**src/sv/hsdd_pkg.sv**
```systemverilog
// hsdd_pkg: sizes, memory entry type and the controller/datapath command
// and status structs of the hash set duplicate detector
// no dependencies
package hsdd_pkg;

  // bucket count, a power of two of at least 2; the bucket is the low bits
  localparam int NUM_BUCKETS = 1024;
  // node pool entries
  localparam int POOL_SIZE   = 1024;

  localparam int VALUE_W  = 32;
  localparam int BUCKET_W = (NUM_BUCKETS > 1) ? $clog2(NUM_BUCKETS) : 1;
  localparam int IDX_W    = (POOL_SIZE > 1) ? $clog2(POOL_SIZE) : 1;
  // links and the fill count hold 0..POOL_SIZE, 0 meaning null
  localparam int LINK_W   = $clog2(POOL_SIZE + 1);

  // one pool node: stored value and link to the next node (index + 1)
  typedef struct packed {
    logic [VALUE_W-1:0] val;
    logic [LINK_W-1:0]  link;
  } node_t;

  // controller to datapath
  typedef struct packed {
    logic accept;     // take the input transaction, read the bucket head
    logic head_chk;   // head read data is present
    logic node_rd;    // read the node that the candidate link points at
    logic node_chk;   // node read data is present
    logic set_found;  // value matched a stored node
    logic insert;     // link the value in, or flag the pool as full
    logic load_out;   // move the result into the output register
  } cmd_t;

  // datapath to controller
  typedef struct packed {
    logic link_ok;    // candidate link is non-null and allocated
    logic match;      // node value equals the item value
    logic stale;      // head points at a node of another bucket
    logic out_free;   // output register can take a result
  } sts_t;

endpackage

```
**src/sv/hsdd_ctrl.sv**
```systemverilog
// hsdd_ctrl: state machine that sequences the bucket head read, the chain
// walk, the insert and the result hand-off; depends on hsdd_pkg
module hsdd_ctrl (
  input  logic           clk,
  input  logic           rst,
  input  logic           in_valid,
  output logic           in_ready,
  input  hsdd_pkg::sts_t sts,
  output hsdd_pkg::cmd_t cmd
);
  import hsdd_pkg::*;

  localparam logic [2:0] S_IDLE   = 3'd0;
  localparam logic [2:0] S_HEAD   = 3'd1;
  localparam logic [2:0] S_NODE   = 3'd2;
  localparam logic [2:0] S_INSERT = 3'd3;
  localparam logic [2:0] S_DONE   = 3'd4;

  logic [2:0] state;
  logic [2:0] state_next;

  assign in_ready = (state == S_IDLE);

  // next state and commands
  always_comb begin
    state_next = state;
    cmd        = '0;
    case (state)
      S_IDLE: begin
        if (in_valid) begin
          cmd.accept = 1'b1;
          state_next = S_HEAD;
        end
      end
      S_HEAD: begin
        cmd.head_chk = 1'b1;
        if (sts.link_ok) begin
          cmd.node_rd = 1'b1;
          state_next  = S_NODE;
        end else begin
          state_next = S_INSERT;
        end
      end
      S_NODE: begin
        cmd.node_chk = 1'b1;
        if (sts.match) begin
          cmd.set_found = 1'b1;
          state_next    = S_DONE;
        end else if (sts.stale) begin
          state_next = S_INSERT;
        end else if (sts.link_ok) begin
          cmd.node_rd = 1'b1;
        end else begin
          state_next = S_INSERT;
        end
      end
      S_INSERT: begin
        cmd.insert = 1'b1;
        state_next = S_DONE;
      end
      S_DONE: begin
        if (sts.out_free) begin
          cmd.load_out = 1'b1;
          state_next   = S_IDLE;
        end
      end
      default: begin
        state_next = S_IDLE;
      end
    endcase
  end

  // state register
  always_ff @(posedge clk) begin
    if (rst) begin
      state <= S_IDLE;
    end else begin
      state <= state_next;
    end
  end

  // checks
  a_found_xor_insert: assert property (@(posedge clk) disable iff (rst)
    !(cmd.set_found && cmd.insert))
    else $error("match and insert in the same cycle");

  a_insert_then_done: assert property (@(posedge clk) disable iff (rst)
    cmd.insert |=> (state == S_DONE))
    else $error("insert not followed by result hand-off");

  a_accept_then_head: assert property (@(posedge clk) disable iff (rst)
    cmd.accept |=> (state == S_HEAD))
    else $error("accepted transaction did not start a head read");

endmodule

```
**config.mk**
```make
export PLATFORM = sky130hd
export DESIGN_NAME = hsdd_ctrl
export DESIGN_NICKNAME = d
export VERILOG_FILES = /design/src/sv/hsdd_pkg.sv /design/src/sv/hsdd_ctrl.sv
export SDC_FILE = /design/constraint.sdc
export NUM_CORES = 1
export LEC_CHECK = 0
export BUFFER_PORTS_ARGS = -buffer_cell sky130_fd_sc_hd__clkbuf_2
export CAP_MARGIN = 10
export CORE_AREA = 2 2 39 41
export DETAILED_ROUTE_END_ITERATION = 8
export DIE_AREA = 0 0 41 43
export GPL_ROUTABILITY_DRIVEN = 0
export GPL_TIMING_DRIVEN = 0
export PLACE_DENSITY_LB_ADDON = 0.12
export RECOVER_POWER = 50
export SYNTH_ARGS = -nofsm -noshare
export SYNTH_HDL_FRONTEND = slang
export SYNTH_SLANG_ARGS = --single-unit
```
**constraint.sdc**
```tcl
create_clock -name clk -period 1.4 [get_ports clk]
set_input_delay 0.42 -clock clk [delete_from_list [all_inputs] [get_ports clk]]
set_output_delay 0.42 -clock clk [all_outputs]
set_load 0.02 [all_outputs]
```
==> results.yml, run 1 <==
worst_setup_path:
  cp_max_fo: 2
  worst_setup_path_end_kind: "primary output"
  path_class: "reg2out"
  cp-start-kind: "flip-flop"
  cp.arrival_ns: 1.24
  required_ns: 0.98
synth:
  ys.flop_type: "dfxtp_1"
  ys_types: 19
  synth_area_leaders: "dfxtp_1 25%, buf_6 9.3%, nor3b_1 9.3%"
  synth_top_area_cell: "dfxtp_1"
  yosysTopAreaCellShare_pct: 24.7
  synth_cells: 28
  async_flop_share_pct: 0
  ys_seq_elements: 3
  synth_edf_count: 0
  seq_area_frac_synth_pct: 24.7
  syn_area_um2: 243
  syn_area_per_cell_um2: 8.67
  syn_nets: 35
  yosysWarningCount: 0
  synth_common_cells: "3 x a21oi_1, 3 x dfxtp_1, 3 x nor3b_1"
clock_network:
  cts_root_buffer: "clkbuf_4"
  clkLatencyLatePin_ns: 0.23
  tritoncts: "yes"
  cts_hold_buf: 0
  htree_levels: 1
  cts.sinks: 3
  cts_buffers: 3
  clock_path_buffers: 2
  path_clk_slew_ns: 0.04
global_routing:
  gr-total-overflow: 0
  grt_pass1_wl_um: 1110
  grt_usage_pct: 9.82
  grt_max_degree: 9
  antenna_found_initial: 0
  first_global_vias: 290
sta:
  rsz0062_at_grt: "yes"
  fin_setup_tns_ns: -1.05
  setup-violations-final: 8
  finalHoldViolCount: 0
  drv_slew: 0
  tightest_slew_ns: 0.307
  fin_crit_ns: 1.66
  clock_skew_ns: 0.00483
  layout_setup_ws_ns: -0.257
  relSlewSlack_pct: 79.3
  fin_crit_sh_pct: 118
  fmax_mhz: 603
finish:
  regMostFlops: "state"
  layout-drive-gt1-share_pct: 75.5
  largestRegisters: "state: 3 flops"
  num_antenna_cells: 0
  area_growth_pct: 107
  largest_register_ffs: 3
  design_area_um2: 503
  nNetsFinal: 57
  stdcell_count: 65
power:
  comb_power_share_pct: 49.1
  powerDensity_mw_per_mm2: 1020
  p_switching_mw: 0.167
  power_leakage_nw: 0.210
  irDropWorstVdd_uv: 252
  p_total_mw: 0.511
  switching_share_pct: 32.8
  seq_power_share_pct: 21.2
  p_clk_share_pct: 29.7
  p_int_mw: 0.344
floorplanning:
  initial_core_util_pct: 17.5
  std_cell_rows: 14
  die_area_mm2: 0.00176
  die_h_um: 43
  ios: 15
  die-width_um: 41
  coreArea_mm2: 0.00138
drt:
  via_per_inst: 4.34
  drt_pre_antenna_iters: 3
  num_vias: 282
  ant_nets: 0
  drc: 0
  routedWlPerCell_um: 10.5
  finalWirelength_um: 685
  drt_iter0_drc: 10
status:
  violations: "negative setup slack"
  status: "finished with violations"
place:
  io_buffers: 14
  dp.cells: 58
  dpl_cell_area_um2: 349
  dp_hpwl_um: 437
job:
  max_cap_viol_count: 0
worst_hold_path:
  hold_class: "in2reg"
## critical path, stage by stage (launching register included)
cell	delay [ns]
dfxtp_2	0.33
nor3b_4	0.20
nor3b_4	0.22
o21a_2	0.15
buf_8	0.10
## cells in the final DEF, fill, tap and decap left out, types with 3 or more instances in the layout
master,count
clkbuf_4,3
buf_6,3
buf_4,5
nor3b_4,3
dfxtp_2,3
clkbuf_8,3
buf_8,3
a21oi_1,3
clkbuf_2,6
## final timing paths
kind | from | slack, ns | cells past startpoint | end
min | rst | 0.38 | 2 | state[1]$_SDFFE_PP0P_
max reg2reg | state[1]$_SDFFE_PP0P_ | 0.19 | 5 | state[2]$_SDFFE_PP0P_
min reg2reg | state[2]$_SDFFE_PP0P_ | 0.61 | 2 | state[1]$_SDFFE_PP0P_
max | state[0]$_SDFFE_PP0P_ | -0.26 | 4 | cmd[4]
## per-layer routing
layer | wire, µm | global-route usage [%] | up-vias | part of all wire (%)
met3 | 15 | 3.14 | 0 | 2.2
li1 | - | - | 143 | -
met1 | 271 | 9.27 | 131 | 40
met5 | 0 | 0 | - | 0
met4 | 0 | 8.00 | 0 | 0
met2 | 398 | 15.9 | 8 | 58
## per-stage QoR
stage | util, % | setup WS, ns | hold WS [ns]
global placement | 25.2 | -0.130 | 0.553
detailed placement | 25.2 | -0.154 | 0.553
finish | 36.3 | -0.257 | 0.382
CTS | 36.3 | -0.354 | 0.376
global route | 36.3 | -0.325 | 0.384
floorplan | - | -0.178 | 0.489
## repair_timing
item                       in CTS  in global routing
pin swaps                       6                  4
resized for setup              20                 13
setup endpoints to repair       8                  8
setup buffers                   6                  0
## cells by family (layout without fill, tap and decap cells)
logic type / Yosys count / in the layout / share of synthesized area (%)
AND/OR/NAND/NOR: 14 / 14 / 43.3
AO/OA/AOI/OAI: 7 / 7 / 18.0
buffers and inverters: 4 / 25 / 13.9
flip-flops: 3 / 3 / 24.7
## power groups by stage
stage	sequential [mW]	combinational (mW)	clock [mW]
floorplan	0.101	0.124	0
global placement	0.101	0.169	0
detailed placement	0.101	0.170	0
CTS	0.0998	0.245	0.161
global route	0.109	0.270	0.170
finish	0.108	0.251	0.152
## final cells by class
cell class              count  area (µm²)
multi-input cells          21         199
repair buffers             20         188
fillers                   152         881
well taps                  16        20.0
flip-flops and latches      3        63.8
clock buffers               4        26.3
inverters                   1        6.26
(Power assumes the default switching activity.)
==> run 2, diff against run 1 <==
- GPL_TIMING_DRIVEN: 0 -> default
==> run 2 against run 1 <==
Against the previous run: the flow still finishes with violations (negative setup slack); via count down 5.7%; clock skew down 0.0047 ns; worst setup slack better by 0.020 ns; hold slack worse by 0.0039 ns; global-route usage down 1.5 points; power down 4.5%; critical path type unchanged; critical endpoint unchanged; highest routed layer is now met4.
==> results.yml, run 2 (synthesis gave the netlist of run 1 again) <==
status:
  status: "finished with violations"
  violations: "negative setup slack"
worst_hold_path:
  worstHoldStart: "rst"
  hold_depth: 2
  hold_class: "in2reg"
  holdPathEnd: "state[2]$_SDFFE_PP0P_"
drt:
  drc: 0
  drt_pre_antenna_iters: 4
  ant_nets: 0
  routedWlPerCell_um: 9.57
  via_per_inst: 4.09
  drt_iter0_drc: 7
  finalWirelength_um: 622
  num_vias: 266
clock_network:
  cts.sinks: 3
  clock_path_buffers: 2
  cts_buffers: 3
  cts_root_buffer: "clkbuf_4"
  path_clk_slew_ns: 0.04
  htree_levels: 1
  clkLatencyLatePin_ns: 0.23
  tritoncts: "yes"
worst_setup_path:
  ff2ff_setup_slack_ns: 0.33
  reg2reg_to: "state[2]$_SDFFE_PP0P_"
  crit_start: "state[2]$_SDFFE_PP0P_"
  cp.arrival_ns: 1.22
  cp_max_fo: 2
  worst_setup_path_end_kind: "primary output"
  required_ns: 0.98
  cp-start-kind: "flip-flop"
  path_class: "reg2out"
  rr_worst_depth: 3
  r2r_start: "state[2]$_SDFFE_PP0P_"
sta:
  rsz0062_at_grt: "yes"
  fin_crit_ns: 1.64
  layout_setup_ws_ns: -0.237
  relSlewSlack_pct: 79.5
  fin_crit_sh_pct: 117
  setup-violations-final: 8
  fin_setup_tns_ns: -0.957
  finalHoldViolCount: 0
  drv_slew: 0
  clock_skew_ns: 0.000157
  fmax_mhz: 611
  tightest_slew_ns: 0.303
global_routing:
  grt_pass1_wl_um: 917
  antenna_found_initial: 0
  first_global_vias: 243
  grt_usage_pct: 8.32
  gr-total-overflow: 0
  grt_max_degree: 9
floorplanning:
  die_area_mm2: 0.00176
  die-width_um: 41
  std_cell_rows: 14
  coreArea_mm2: 0.00138
  ios: 15
  initial_core_util_pct: 17.5
  die_h_um: 43
power:
  seq_power_share_pct: 22.2
  p_switching_mw: 0.157
  p_int_mw: 0.331
  switching_share_pct: 32.2
  irDropWorstVdd_uv: 323
  p_total_mw: 0.488
  powerDensity_mw_per_mm2: 1020
  power_leakage_nw: 0.205
  p_clk_share_pct: 31.0
  comb_power_share_pct: 46.8
finish:
  layout-drive-gt1-share_pct: 73.5
  design_area_um2: 479
  num_antenna_cells: 0
  largestRegisters: "state: 3 flops"
  regMostFlops: "state"
  largest_register_ffs: 3
  layout_common_cells: "6 x clkbuf_2, 6 x buf_4"
  nNetsFinal: 57
  area_growth_pct: 97.4
place:
  dpl_cell_area_um2: 360
  dp_hpwl_um: 482
  io_buffers: 14
job:
  max_cap_viol_count: 0
run 2: cell types whose count changed in the layout (fill, tap and decap cells not counted), sizes merged:
cell and delta:
buf +1, clkbuf -1
run 2: routing by layer:
| metal | vias up | GRT usage, % | part of all wire, % |
|---|---|---|---|
| met1 | 114 | 9.62 | 43 |
| met3 | 2 | 1.57 | 4.7 |
| met4 | 0 | 12.0 | 2.3 |
| li1 | 142 | - | - |
| met2 | 8 | 10.0 | 50 |
| met5 | - | 0 | 0 |
run 2: worst max-delay path by stage:
| stage | endpoint | depth (start not counted) | slack (ns) |
|---|---|---|---|
| after floorplan | cmd[4] | 4 | -0.18 |
| after global placement | cmd[4] | 4 | -0.03 |
| after detailed placement | cmd[4] | 4 | -0.04 |
| after CTS | cmd[4] | 4 | -0.27 |
| after global routing | cmd[4] | 4 | -0.28 |
| final | cmd[4] | 4 | -0.24 |
run 2: final cells by class:
class	instances	area (µm²)
fillers	149	905
multi-input cells	21	184
repair buffers	20	181
flip-flops and latches	3	63.8
clock buffers	4	26.3
well taps	16	20.0
inverters	1	3.75
run 2: what timing repair did:
action / in CTS / in global routing
hold buffers: 0 / 0
gates resized for setup: 20 / 10
endpoints found under the setup margin: 8 / 8
pin swaps: 3 / 2
buffers inserted: 0 / 1
run 2: metrics by stage:
| stage | instances | hold WS (ns) | setup slack, ns | util (%) |
|---|---|---|---|---|
| 3_5_place_dp | 61 | 0.629 | -0.0390 | 26.0 |
| 5_1_grt | 65 | 0.395 | -0.276 | 34.6 |
| 4_1_cts | 65 | 0.371 | -0.267 | 33.0 |
| 3_3_place_gp | 61 | 0.627 | -0.0325 | 26.0 |
| 6_report | 65 | 0.379 | -0.237 | 34.6 |
| 2_1_floorplan | 28 | 0.489 | -0.178 | - |
run 2: power by group through the flow:
stage / Clock [mW] / Sequential, mW / Combinational (mW)
after floorplan: 0 / 0.101 / 0.124
after global placement: 0 / 0.105 / 0.165
after detailed placement: 0 / 0.106 / 0.164
after CTS: 0.160 / 0.108 / 0.201
after global routing: 0.164 / 0.109 / 0.244
final: 0.151 / 0.108 / 0.228
run 2: critical path: stages (launching register included):
cell,delay [ns]
dfxtp_2,0.33
nor3b_4,0.19
nor3b_2,0.21
o21a_2,0.16
buf_8,0.10
